--- src/hdl/kmab_pkg.sv ---
`default_nettype none

package kmab_pkg;

  localparam int WAYS    = 8;
  localparam int LEAVES  = 8;
  localparam int SRC_W   = 3;
  localparam int VTX_W   = 30;
  localparam int POS_W   = 36;
  localparam int DEG_W   = 31;
  localparam int WORDS_W = 34;
  localparam int CNT_W   = $clog2(WAYS + 1);
  localparam int MAX_RES = 3;

  typedef enum logic [1:0] {
    KIND_NEIGHBOR,
    KIND_START,
    KIND_DEGREE,
    KIND_SUMMARY
  } kind_t;

  typedef struct packed {
    logic [SRC_W-1:0] source;
    logic [VTX_W-1:0] edge_from;
    logic [VTX_W-1:0] edge_to;
    logic             exhausted;
    logic             do_pop;
  } cmd_t;

  typedef struct packed {
    logic             live;
    logic [SRC_W-1:0] idx;
    logic [VTX_W-1:0] from;
    logic [VTX_W-1:0] to;
  } cand_t;

  typedef struct packed {
    kind_t            kind;
    logic [VTX_W-1:0] vertex;
    logic [VTX_W-1:0] neighbor;
    logic [POS_W-1:0] position;
    logic [DEG_W-1:0] degree;
    logic [DEG_W-1:0] max_degree;
    logic [DEG_W-1:0] vertex_count;
    logic [SRC_W-1:0] refill_source;
    logic             last;
  } result_t;

  typedef enum logic [1:0] {
    ST_IDLE,
    ST_TREE,
    ST_PICK,
    ST_EMIT
  } back_state_t;

  typedef struct packed {
    logic cmd_pop;
    logic head_wr;
    logic tree_ld;
    logic pick_ld;
    logic emit_ld;
  } back_ctrl_t;

  // The right candidate wins only when strictly smaller, so ties keep the lower run.
  function automatic cand_t pick_cand(cand_t a, cand_t b);
    logic b_wins;
    b_wins = b.live && (!a.live || ({b.from, b.to} < {a.from, a.to}));
    return b_wins ? b : a;
  endfunction

endpackage

`default_nettype wire

--- src/hdl/kmab_front.sv ---
`default_nettype none

module kmab_front (
  input  wire logic                        clk,
  input  wire logic                        rst_n,
  input  wire logic                        push,
  input  wire logic                        q_full,
  input  wire logic [kmab_pkg::SRC_W-1:0]  in_source,
  input  wire logic [kmab_pkg::VTX_W-1:0]  in_edge_from,
  input  wire logic [kmab_pkg::VTX_W-1:0]  in_edge_to,
  input  wire logic                        in_exhausted,
  output logic                             q_wr,
  output kmab_pkg::cmd_t                   q_cmd
);

  logic [kmab_pkg::CNT_W-1:0] loaded_r;
  logic [kmab_pkg::CNT_W-1:0] loaded_nxt;
  logic                       accept;
  logic                       in_range;
  logic                       all_loaded;

  assign accept     = push && !q_full;
  assign in_range   = int'(in_source) < kmab_pkg::WAYS;
  assign all_loaded = loaded_r == kmab_pkg::CNT_W'(kmab_pkg::WAYS);

  // An out-of-range run is dropped here and never reaches the merge side.
  assign q_wr = accept && in_range;

  always_comb begin
    q_cmd.source    = in_source;
    q_cmd.edge_from = in_edge_from;
    q_cmd.edge_to   = in_edge_to;
    q_cmd.exhausted = in_exhausted;
    q_cmd.do_pop    = all_loaded ||
                      (loaded_r == kmab_pkg::CNT_W'(kmab_pkg::WAYS - 1));
  end

  always_comb begin
    loaded_nxt = loaded_r;
    if (q_wr && !all_loaded) begin
      loaded_nxt = loaded_r + kmab_pkg::CNT_W'(1);
    end
  end

  always_ff @(posedge clk) begin
    if (!rst_n) begin
      loaded_r <= '0;
    end else begin
      loaded_r <= loaded_nxt;
    end
  end

endmodule

`default_nettype wire

--- src/hdl/kmab_queue.sv ---
`default_nettype none

module kmab_queue (
  input  wire logic           clk,
  input  wire logic           rst_n,
  input  wire logic           wr_en,
  input  wire kmab_pkg::cmd_t wr_data,
  output logic                full,
  output logic                rd_valid,
  input  wire logic           rd_en,
  output kmab_pkg::cmd_t      rd_data
);

  kmab_pkg::cmd_t mem_r [2];
  logic           wr_ptr_r;
  logic           rd_ptr_r;
  logic [1:0]     count_r;
  logic [1:0]     count_nxt;
  logic           do_wr;
  logic           do_rd;

  assign full     = count_r == 2'd2;
  assign rd_valid = count_r != 2'd0;
  assign rd_data  = mem_r[rd_ptr_r];
  assign do_wr    = wr_en && !full;
  assign do_rd    = rd_en && rd_valid;

  always_comb begin
    count_nxt = count_r;
    if (do_wr && !do_rd) begin
      count_nxt = count_r + 2'd1;
    end else if (do_rd && !do_wr) begin
      count_nxt = count_r - 2'd1;
    end
  end

  always_ff @(posedge clk) begin
    if (do_wr) begin
      mem_r[wr_ptr_r] <= wr_data;
    end
  end

  always_ff @(posedge clk) begin
    if (!rst_n) begin
      wr_ptr_r <= 1'b0;
      rd_ptr_r <= 1'b0;
      count_r  <= 2'd0;
    end else begin
      count_r <= count_nxt;
      if (do_wr) begin
        wr_ptr_r <= !wr_ptr_r;
      end
      if (do_rd) begin
        rd_ptr_r <= !rd_ptr_r;
      end
    end
  end

endmodule

`default_nettype wire

--- src/hdl/kmab_back.sv ---
`default_nettype none

module kmab_back (
  input  wire logic           clk,
  input  wire logic           rst_n,
  input  wire logic           q_valid,
  input  wire kmab_pkg::cmd_t q_cmd,
  output logic                q_pop,
  input  wire logic           pop,
  output logic                empty,
  output kmab_pkg::result_t   out_res
);

  kmab_pkg::back_state_t state_r;
  kmab_pkg::back_state_t state_nxt;
  kmab_pkg::back_ctrl_t  ctrl;

  logic [kmab_pkg::VTX_W-1:0] head_from_r [kmab_pkg::LEAVES];
  logic [kmab_pkg::VTX_W-1:0] head_to_r   [kmab_pkg::LEAVES];
  logic [kmab_pkg::LEAVES-1:0] head_live_r;

  logic [kmab_pkg::VTX_W-1:0]   prev_from_r;
  logic [kmab_pkg::VTX_W-1:0]   prev_to_r;
  logic                         have_vertex_r;
  logic [kmab_pkg::DEG_W-1:0]   run_degree_r;
  logic [kmab_pkg::DEG_W-1:0]   best_degree_r;
  logic [kmab_pkg::WORDS_W-1:0] words_written_r;
  logic                         finished_r;

  kmab_pkg::cand_t   leaf   [kmab_pkg::LEAVES];
  kmab_pkg::cand_t   lvl1   [4];
  kmab_pkg::cand_t   lvl2   [2];
  kmab_pkg::cand_t   tree_r [2];
  kmab_pkg::cand_t   fin;

  kmab_pkg::result_t res_nxt [kmab_pkg::MAX_RES];
  kmab_pkg::result_t res_r   [kmab_pkg::MAX_RES];
  logic [1:0]        res_n;
  logic [1:0]        res_cnt_r;
  logic [1:0]        emit_idx_r;
  logic              last_emit;

  logic [kmab_pkg::DEG_W-1:0] best_new;
  logic                       new_vertex;
  logic                       new_edge;
  logic [kmab_pkg::DEG_W-1:0] run_inc;

  kmab_pkg::result_t out_res_r;
  logic              out_valid_r;
  logic              out_free;

  assign out_free  = !out_valid_r || pop;
  assign empty     = !out_valid_r;
  assign out_res   = out_res_r;
  assign q_pop     = ctrl.cmd_pop;
  assign last_emit = emit_idx_r == (res_cnt_r - 2'd1);

  // Two compare levels of the selection tree.
  always_comb begin
    for (int i = 0; i < kmab_pkg::LEAVES; i++) begin
      leaf[i].live = head_live_r[i];
      leaf[i].idx  = kmab_pkg::SRC_W'(i);
      leaf[i].from = head_from_r[i];
      leaf[i].to   = head_to_r[i];
    end
    for (int j = 0; j < 4; j++) begin
      lvl1[j] = kmab_pkg::pick_cand(leaf[2*j], leaf[2*j+1]);
    end
    for (int j = 0; j < 2; j++) begin
      lvl2[j] = kmab_pkg::pick_cand(lvl1[2*j], lvl1[2*j+1]);
    end
  end

  // Final compare and the result list for this pop.
  always_comb begin
    fin        = kmab_pkg::pick_cand(tree_r[0], tree_r[1]);
    best_new   = (have_vertex_r && (run_degree_r > best_degree_r)) ?
                 run_degree_r : best_degree_r;
    new_vertex = !have_vertex_r || (fin.from != prev_from_r);
    new_edge   = fin.to != prev_to_r;
    run_inc    = (run_degree_r == '1) ? run_degree_r :
                 run_degree_r + kmab_pkg::DEG_W'(1);
    res_n      = 2'd0;
    for (int k = 0; k < kmab_pkg::MAX_RES; k++) begin
      res_nxt[k] = '0;
    end
    if (!fin.live) begin
      if (have_vertex_r) begin
        res_nxt[res_n].kind   = kmab_pkg::KIND_DEGREE;
        res_nxt[res_n].degree = run_degree_r;
        res_n = res_n + 2'd1;
      end
      res_nxt[res_n].kind         = kmab_pkg::KIND_SUMMARY;
      res_nxt[res_n].max_degree   = best_new;
      res_nxt[res_n].vertex_count = have_vertex_r ?
                                    ({1'b0, prev_from_r} + kmab_pkg::DEG_W'(1)) : '0;
      res_n = res_n + 2'd1;
      res_nxt[res_n - 2'd1].last = 1'b1;
    end else begin
      if (new_vertex) begin
        if (have_vertex_r) begin
          res_nxt[res_n].kind   = kmab_pkg::KIND_DEGREE;
          res_nxt[res_n].degree = run_degree_r;
          res_n = res_n + 2'd1;
        end
        res_nxt[res_n].kind     = kmab_pkg::KIND_START;
        res_nxt[res_n].vertex   = fin.from;
        res_nxt[res_n].position = {words_written_r, 2'b00};
        res_n = res_n + 2'd1;
        res_nxt[res_n].kind     = kmab_pkg::KIND_NEIGHBOR;
        res_nxt[res_n].neighbor = fin.to;
        res_nxt[res_n].degree   = kmab_pkg::DEG_W'(1);
        res_n = res_n + 2'd1;
      end else begin
        res_nxt[res_n].kind     = kmab_pkg::KIND_NEIGHBOR;
        res_nxt[res_n].neighbor = fin.to;
        res_nxt[res_n].degree   = new_edge ? kmab_pkg::DEG_W'(1) : kmab_pkg::DEG_W'(0);
        res_n = res_n + 2'd1;
      end
      res_nxt[res_n - 2'd1].last          = 1'b1;
      res_nxt[res_n - 2'd1].refill_source = fin.idx;
    end
  end

  // Control strobes.
  always_comb begin
    ctrl = '0;
    case (state_r)
      kmab_pkg::ST_IDLE: begin
        if (q_valid) begin
          ctrl.cmd_pop = 1'b1;
          ctrl.head_wr = !finished_r;
        end
      end
      kmab_pkg::ST_TREE: ctrl.tree_ld = 1'b1;
      kmab_pkg::ST_PICK: ctrl.pick_ld = 1'b1;
      kmab_pkg::ST_EMIT: ctrl.emit_ld = out_free;
      default: ctrl = '0;
    endcase
  end

  // Next state.
  always_comb begin
    state_nxt = state_r;
    case (state_r)
      kmab_pkg::ST_IDLE: begin
        if (q_valid && !finished_r && q_cmd.do_pop) begin
          state_nxt = kmab_pkg::ST_TREE;
        end
      end
      kmab_pkg::ST_TREE: state_nxt = kmab_pkg::ST_PICK;
      kmab_pkg::ST_PICK: state_nxt = kmab_pkg::ST_EMIT;
      kmab_pkg::ST_EMIT: begin
        if (out_free && last_emit) begin
          state_nxt = kmab_pkg::ST_IDLE;
        end
      end
      default: state_nxt = kmab_pkg::ST_IDLE;
    endcase
  end

  // Payload registers.
  always_ff @(posedge clk) begin
    if (ctrl.head_wr && !q_cmd.exhausted) begin
      head_from_r[q_cmd.source] <= q_cmd.edge_from;
      head_to_r[q_cmd.source]   <= q_cmd.edge_to;
    end
    if (ctrl.tree_ld) begin
      tree_r[0] <= lvl2[0];
      tree_r[1] <= lvl2[1];
    end
    if (ctrl.pick_ld) begin
      for (int k = 0; k < kmab_pkg::MAX_RES; k++) begin
        res_r[k] <= res_nxt[k];
      end
    end
    if (ctrl.emit_ld) begin
      out_res_r <= res_r[emit_idx_r];
    end
  end

  always_ff @(posedge clk) begin
    if (!rst_n) begin
      state_r         <= kmab_pkg::ST_IDLE;
      head_live_r     <= '0;
      prev_from_r     <= '0;
      prev_to_r       <= '0;
      have_vertex_r   <= 1'b0;
      run_degree_r    <= '0;
      best_degree_r   <= '0;
      words_written_r <= '0;
      finished_r      <= 1'b0;
      res_cnt_r       <= 2'd0;
      emit_idx_r      <= 2'd0;
      out_valid_r     <= 1'b0;
    end else begin
      state_r <= state_nxt;
      if (ctrl.head_wr) begin
        head_live_r[q_cmd.source] <= !q_cmd.exhausted;
      end
      if (ctrl.pick_ld) begin
        res_cnt_r  <= res_n;
        emit_idx_r <= 2'd0;
        if (!fin.live) begin
          finished_r    <= 1'b1;
          best_degree_r <= best_new;
        end else begin
          if (new_vertex) begin
            best_degree_r   <= best_new;
            words_written_r <= words_written_r + kmab_pkg::WORDS_W'(1);
            run_degree_r    <= kmab_pkg::DEG_W'(1);
            have_vertex_r   <= 1'b1;
          end else if (new_edge) begin
            words_written_r <= words_written_r + kmab_pkg::WORDS_W'(1);
            run_degree_r    <= run_inc;
          end
          prev_from_r          <= fin.from;
          prev_to_r            <= fin.to;
          head_live_r[fin.idx] <= 1'b0;
        end
      end
      if (ctrl.emit_ld) begin
        emit_idx_r  <= emit_idx_r + 2'd1;
        out_valid_r <= 1'b1;
      end else if (pop) begin
        out_valid_r <= 1'b0;
      end
    end
  end

endmodule

`default_nettype wire

--- src/hdl/kway_merge_adjacency_builder_unit.sv ---
// Path: a refill request passes the command queue, the head store, the registered selection
// tree and the result list before its first result reaches the output register, which the
// pop side can stall. A refill emits one to three results; while it runs, the two-entry queue
// still takes new requests. Reset: rst_n is synchronous and active low; it clears all control
// and merge state, and the head edge stores stay undefined until their run is first written.
`default_nettype none

module kway_merge_adjacency_builder_unit (
  input  wire logic                        clk,
  input  wire logic                        rst_n,
  input  wire logic                        push,
  output logic                             full,
  input  wire logic [kmab_pkg::SRC_W-1:0]  in_source,
  input  wire logic [kmab_pkg::VTX_W-1:0]  in_edge_from,
  input  wire logic [kmab_pkg::VTX_W-1:0]  in_edge_to,
  input  wire logic                        in_exhausted,
  output logic                             empty,
  input  wire logic                        pop,
  output logic [1:0]                       out_kind,
  output logic [kmab_pkg::VTX_W-1:0]       out_vertex,
  output logic [kmab_pkg::VTX_W-1:0]       out_neighbor,
  output logic [kmab_pkg::POS_W-1:0]       out_position,
  output logic [kmab_pkg::DEG_W-1:0]       out_degree,
  output logic [kmab_pkg::DEG_W-1:0]       out_max_degree,
  output logic [kmab_pkg::DEG_W-1:0]       out_vertex_count,
  output logic [kmab_pkg::SRC_W-1:0]       out_refill_source,
  output logic                             out_last
);

  // The front side checks the run index and counts the loading phase, so each request that
  // survives enters the command queue already marked as a plain load or a load plus a pop.
  logic           q_wr;
  logic           q_full;
  logic           q_valid;
  logic           q_pop;
  kmab_pkg::cmd_t q_wr_cmd;
  kmab_pkg::cmd_t q_rd_cmd;

  // The back side owns the head edges and the running vertex state. It writes one head and, for
  // a command marked with a pop, then runs the selection tree over all heads in two registered
  // steps, builds the list of results for the pop and hands them one at a time to the output register.
  kmab_pkg::result_t res;

  assign full = q_full;

  kmab_front u_front (
    .clk          (clk),
    .rst_n        (rst_n),
    .push         (push),
    .q_full       (q_full),
    .in_source    (in_source),
    .in_edge_from (in_edge_from),
    .in_edge_to   (in_edge_to),
    .in_exhausted (in_exhausted),
    .q_wr         (q_wr),
    .q_cmd        (q_wr_cmd)
  );

  // A two-entry queue lets new requests land while the back side is still busy with a pop.
  kmab_queue u_queue (
    .clk      (clk),
    .rst_n    (rst_n),
    .wr_en    (q_wr),
    .wr_data  (q_wr_cmd),
    .full     (q_full),
    .rd_valid (q_valid),
    .rd_en    (q_pop),
    .rd_data  (q_rd_cmd)
  );

  // Once the summary has gone out, the back side drains and drops every further command.
  kmab_back u_back (
    .clk     (clk),
    .rst_n   (rst_n),
    .q_valid (q_valid),
    .q_cmd   (q_rd_cmd),
    .q_pop   (q_pop),
    .pop     (pop),
    .empty   (empty),
    .out_res (res)
  );

  assign out_kind          = res.kind;
  assign out_vertex        = res.vertex;
  assign out_neighbor      = res.neighbor;
  assign out_position      = res.position;
  assign out_degree        = res.degree;
  assign out_max_degree    = res.max_degree;
  assign out_vertex_count  = res.vertex_count;
  assign out_refill_source = res.refill_source;
  assign out_last          = res.last;

endmodule

`default_nettype wire
--- config.mk ---
export PLATFORM = sky130hd
export DESIGN_NAME = kway_merge_adjacency_builder_unit
export DESIGN_NICKNAME = d
export VERILOG_FILES = /design/src/hdl/kmab_pkg.sv /design/src/hdl/kmab_front.sv /design/src/hdl/kmab_queue.sv /design/src/hdl/kmab_back.sv /design/src/hdl/kway_merge_adjacency_builder_unit.sv
export SDC_FILE = /design/constraint.sdc
export NUM_CORES = 2
export LEC_CHECK = 0
export ABC_CLOCK_PERIOD_IN_PS = 35700
export BUFFER_PORTS_ARGS = -buffer_cell sky130_fd_sc_hd__buf_2
export CAP_MARGIN = 20
export CORE_MARGIN = 2
export CORE_UTILIZATION = 30
export CTS_BUF_LIST = sky130_fd_sc_hd__clkbuf_4 sky130_fd_sc_hd__clkbuf_8
export CTS_CLUSTER_DIAMETER = 100
export DETAILED_ROUTE_END_ITERATION = 8
export PLACE_DENSITY = 0.49
export SKIP_CTS_REPAIR_TIMING = 1
export SYNTH_ARGS = -nofsm -noshare
export SYNTH_HDL_FRONTEND = slang
export SYNTH_SLANG_ARGS = --single-unit
--- constraint.sdc ---
create_clock -name clk -period 35.7 [get_ports clk]
set_clock_uncertainty 0.15 [all_clocks]
set_input_delay 1.785 -clock clk [delete_from_list [all_inputs] [get_ports clk]]
set_output_delay 1.785 -clock clk [all_outputs]
set_load 0.01 [all_outputs]
After elaboration in Yosys (flattened, before gate mapping)
Memories as Yosys holds them, arrays and structs flattened. A register that Yosys moved wholly into a read port is not among the register bits. Cells that the tools add are included.

Shifts and indexed selects: 0. Reductions and logical operators: 65. $add $sub $neg: 13. Bitwise logic cells: 8. $mul: 0. Muxes and demuxes: 114. Equal/unequal tests: 14. Divide/modulo/power cells: 0. $lt $le $gt $ge: 22.

Operators with widths (number): $bwmux 585 (12); $demux 195 s2 (12); $mux 456 (2); $mux 195 (3); $mux 585 (1); $mux 64 (7); $lt 60x60->1 (7); $mux 31 (13); $mux 193 (1); $mux 163 (1); $mux 133 (1); $mux 30 (4); $mux 97 (1); $mux 36 (2); $mux 34 (2); $mux 66 (1); $ne 30x30->1 (2); $mux 2 (20); $mux 35 (1); $add 34x1->34 const B (1); $mux 8 (4); $add 30x1->31 const B (1); $add 31x1->31 const B (1); $eq 31x31->1 const B (1); other kinds (32) (135).

Word-level logic and storage cells: 257. Latch bits: 0. Memory bits (read-only): 0. Memories: 5. Bits in registers: 181. Memory bits (writable): 1323.

Memory list: u_back.res_r (depth 3, bits a word 195, read ports 1, clocked after memory_dff 1, wr ports 3, RTL line kmab_back.sv:37) `kmab_pkg::result_t res_r [kmab_pkg::MAX_RES];`; u_back.head_from_r (depth 8, bits a word 30, read ports 8, clocked after memory_dff 0, wr ports 1, RTL line kmab_back.sv:18) `logic [kmab_pkg::VTX_W-1:0] head_from_r [kmab_pkg::LEAVES];`; u_back.head_to_r (depth 8, bits a word 30, read ports 8, clocked after memory_dff 0, wr ports 1, RTL line kmab_back.sv:19) `logic [kmab_pkg::VTX_W-1:0] head_to_r [kmab_pkg::LEAVES];`; u_queue.mem_r (depth 2, bits a word 65, read ports 1, clocked after memory_dff 1, wr ports 1, RTL line kmab_queue.sv:14) `kmab_pkg::cmd_t mem_r [2];`; u_back.tree_r (depth 2, bits a word 64, read ports 2, clocked after memory_dff 0, wr ports 2, RTL line kmab_back.sv:33) `kmab_pkg::cand_t tree_r [2];`.

Longest topological paths before layout
An unclocked memory read counts as a cell.

Depth after elaboration: 25. Gate-level depth with buffers: 29. Mapped depth without buffers: 25.

Hierarchy
From an unflattened synthesis, not the netlist that was laid out.

Cells, all modules: 5814. Area, all modules: 71662.5 µm².

Modules (own cells, without submodules): kmab_back (cells an instance 5497, area an instance 65989.5 µm², instances 1); kmab_queue (cells an instance 227, area an instance 4941.0 µm², instances 1); kmab_front (cells an instance 90, area an instance 732.0 µm², instances 1).

Worst setup path after synthesis
Ideal clock, no wire load.

Path kind: reg2reg. From: register u_back.state_r[0]. To: register u_back.words_written_r[30] (netlist bit). Arrival: 11434 ps. Required time: 35480 ps. Clock period less this slack: 11654 ps. Setup slack: 24046 ps. Buffers on the path: 1. Stages on the path, launching flop included: 11. Cells stage by stage: dfxtp_1 -> inv_1 -> ha_1 -> clkbuf_1 -> inv_1 -> nor2_1 -> nand2_1 -> nor2_1 -> o21ai_0 -> or4_1 -> a21oi_1.

Word-level cells in the longest chain between the ends: 3.

Ends and longest elaborated chain: start: declaration (RTL line kmab_back.sv:14) `kmab_pkg::back_state_t state_r;`; start signal: assignment (RTL line kmab_back.sv:184) `state_r <= kmab_pkg::ST_IDLE;`; start signal: assignment (RTL line kmab_back.sv:197) `state_r <= state_nxt;`; $eq 2x2->1 (RTL line kmab_back.sv:128) `case (state_r)`; $mux 1 (RTL line kmab_back.sv:128); $reduce_and 3->1 (no line); end signal: assignment (RTL line kmab_back.sv:210) `words_written_r <= words_written_r + kmab_pkg::WORDS_W'(1);`; end signal: assignment (RTL line kmab_back.sv:214) `words_written_r <= words_written_r + kmab_pkg::WORDS_W'(1);`; end: declaration (RTL line kmab_back.sv:27) `logic [kmab_pkg::WORDS_W-1:0] words_written_r;`.

Every way passes these cells. A chain may end at the register's enable or synchronous reset.

==> key figures <==
Run status
  – Status: finished clean

Drt
  – Post-DR wirelength/cell: roughly 21 um
  – Initial detailed-routing violation count: about 3400
  – Final WL: between 200000 and 250000 um
  – DRC Markers: 0
  – ANT nets after route: 0
  – Routed vias/inst: 4.80
  – Vias: ~46000
  – TritonRoute pass-1 iters: 7

Cells and area
  – Fillers: 23400
  – Area Overhead vs Synth: 14.8%
  – Final instance area: 0.0822 mm^2
  – Nets: roughly 6700
  – Share of post-route cells with drive strength above 1: roughly 14%

Global route
  – First-pass GRT wire length: between 200000 and 300000 um
  – Via count of the first global-routing pass: around 45000
  – GR Overflow Total: 0
  – Total track usage: about 16%
  – Initial antenna violation count: 22
  – Largest net degree at the start of global routing: 81

Timing
  – Setup TNS: 0 ps
  – Slew margin rel.: about 22%
  – Tmin final: ~8700 ps
  – F_max: around 110 MHz
  – Final setup viols: 0
  – RSZ-0062 raised after global routing: false
  – WHS: roughly 330 ps
  – Period utilization: between 20% and 30%
  – Slew @ Worst Pin: ~1200 ps
  – Fin. Hold Viols: 0
  – Final Max Tran Viols: 0
  – Final setup margin: 26990 ps

Placed design
  – Place WS: 27040 ps
  – Placed cell area: ~0.077 mm^2
  – Count of input and output buffers: approximately 260
  – Final GP Congestion: about 0.9
  – Post-DP HPWL: about 140000 um

Run
  – Max cap viols: 0

Power
  – Comb pwr share: between 20% and 30%
  – LEAKAGE: approximately 32 nW
  – Sw frac: approximately a third
  – Sequential power share: a little under half
  – Internal power component: 0.00361 W
  – Switching component of the power: roughly 0.0018 W
  – PwrDens: 65.3 mW/mm^2
  – Clk pwr share: 31.0%
  – Maximum VDD drop: between 0.03 and 0.04 mV

Floorplan
  – Initial Util: 30.1%
  – Cell Rows: between 150 and 200
  – Core area: between 0.2 and 0.25 mm^2
  – Die Width: just under 500 um
  – # IOs: around 270
  – Die area: roughly 0.24 mm^2
  – Die height: about 490 um

Yosys
  – Ys async rst share: 0%
  – Post-synthesis sequential area ratio: just over 60%
  – Synth Area in Compound Gates: under 10%
  – Post-synthesis mux area share: about 9%
  – Simple-gate portion of the synthesized area: 9.63%
  – Post-synth top area cell: edfxtp_1
  – Prevailing post-synth register cell: edfxtp_1
  – Syn Inst Count: just under 6000
  – Synthesized area per cell: roughly 12 um^2
  – Post-Synth XOR/XNOR Area: under 10%
  – Post-synth EDFFs: approximately 1300
  – Post-synthesis cell type count: 75
  – Synth Register Bits: around 1500
  – Post-Synth Adder-Cell Area: 8.02%
  – Yosys Warn Count: 0
  – Top-area cell type share of the netlist area: 55.3%
  – Top post-synthesis cells by area: edfxtp_1 (55%), ha_1 (8.0%), mux2i_1 (7.8%)
  – Largest family of logic cells by synthesized area: simple AND/OR/NAND/NOR gates
  – Synthesized area: between 0.07 and 0.08 mm^2

Clocking
  – Worst-skew pair later-pin latency: ~1100 ps
  – CTS Buffer Depth: 4
  – Clock sinks: approximately 1500
  – H-tree level count: 5
  – Reg clk slew, reported paths: 60 ps
  – CTS tree: built
  – CTS Buf Count: around 290
  – Clock Root Buffer: clkbuf_8

Critical path
  – Critical Path AT: between 9000 and 10000 ps
  – Crit end category: register
  – Required time worst endpoint: about 36000 ps
  – Worst path max stage delay: around 900 ps
  – Crit path kind: register to register
  – Top delay family on crit path: compound AO/OA/AOI/OAI gates
  – CP max stage cell: o311ai_0
  – CP startpoint kind: register
  – Buf/Inv on CP: 4
  – Crit Path Max Fanout: slightly above 60

Worst hold path
  – Hold Crit Class: register to register
final cells by class:
cell class	instances	area, um^2	area share, %
well taps	3167	3960	4.82
diodes	18	45.0	0.0548
clock inverters	85	526	0.639
multi-input cells	3502	25600	31.1
repair buffers	324	1790	2.17
clock buffers	404	4980	6.06
inverters	545	2060	2.50
flip-flops and latches	1502	43300	52.7
worst min-delay path: stages, from the launching register on:
cell	delay, ps
dfxtp_1	320
nand2_1	60
mux2i_1	50
sequential cells by signal (all words and copies together) (netlist names), 2 cells and up, named ones only:
signal / count
u_queue.mem_r: 130
u_back.head_live_r: 8
u_back.emit_idx_r: 2
u_back.prev_to_r: 30
u_back.head_to_r: 240
u_back.run_degree_r: 31
u_back.tree_r: 126
u_back.out_res: 193
u_back.prev_from_r: 30
u_back.res_r: 391
u_back.res_cnt_r: 2
u_front.loaded_r: 4
u_back.best_degree_r: 31
u_queue.count_r: 2
u_back.words_written_r: 34
u_back.state_r: 2
u_back.head_from_r: 240
worst paths after layout:
path	start	to	slack, ps	depth (start not counted)
setup reg to reg	u_back.head_from_r[7][5]	u_back.tree_r[0][115]	26990	26
hold reg to reg	u_back.words_written_r[33]	u_back.words_written_r[33]	330	2
setup / recovery	u_back.head_from_r[7][5]	u_back.tree_r[0][115]	26990	26
hold / removal	u_back.words_written_r[33]	u_back.words_written_r[33]	330	2
cell usage in the layout, fill, tap and decap left out, types with 163 or more instances in the layout:
| cell | synthesis | routed |
|---|---|---|
| edfxtp_1 | 1320 | 1320 |
| nor2_1 | 614 | 605 |
| mux2i_1 | 556 | 556 |
| inv_1 | 543 | 538 |
| ha_1 | 459 | 456 |
| clkbuf_8 | 0 | 311 |
| a21oi_1 | 272 | 270 |
| buf_2 | 13 | 264 |
| nand2_1 | 193 | 192 |
| dfxtp_1 | 182 | 179 |
| o21ai_0 | 165 | 163 |
power by group through the flow:
stage                     clock, W  sequential (W)  combinational, W
after floorplan                  0         0.00247          0.000804
after global placement           0         0.00250           0.00123
after detailed placement         0         0.00250           0.00125
after CTS                  0.00172         0.00247           0.00125
after global routing       0.00180         0.00249           0.00137
final                      0.00166         0.00247           0.00123
through the flow:
stage,cells,util [%],power (W)
after CTS,9528,34.6,0.00544
after global placement,9036,32.2,0.00373
after detailed placement,9039,32.3,0.00375
final,9547,34.6,0.00537
after global routing,9542,34.6,0.00565
after floorplan,5789,-,0.00327
cell families (layout without fill, tap and decap cells):
group           Yosys count  after routing
simple gates           1446           1446
fa+ha+maj               459            459
flops                  1502           1502
mux                     618            618
buf+inv                 785           1358
xor+xnor                103            103
compound gates          874            874
other cells               1             20
synth_stat cells (20+ instances only):
library cell  instances
edfxtp_1           1320
nand2b_1             28
clkbuf_1            174
and3_1               35
dfxtp_1             182
buf_1                49
a21oi_1             272
inv_1               543
and2_1              126
nor4_1               33
o21a_1               29
a211oi_1             92
a21boi_0             20
nor3_1               51
xnor2_1              57
mux2_2               62
nand2_1             193
xor2_1               46
nand3_1             104
o21ai_0             165
nor2_1              614
mux2i_1             556
o31ai_1              46
nand4_1             109
nor2b_1              89
ha_1                459
o22ai_1              30
a21o_1               94
metal layers:
metal / vias to the layer above / global-route usage [%] / part of all wire (%)
met3: 353 / 2.72 / 5.1
met4: 10 / 5.19 / 2.8
met5: - / 0 / 0.031
met1: 22300 / 23.5 / 49
met2: 1241 / 24.4 / 43
li1: 21900 / - / -
Note: power is estimated with default switching activity, not from simulation.
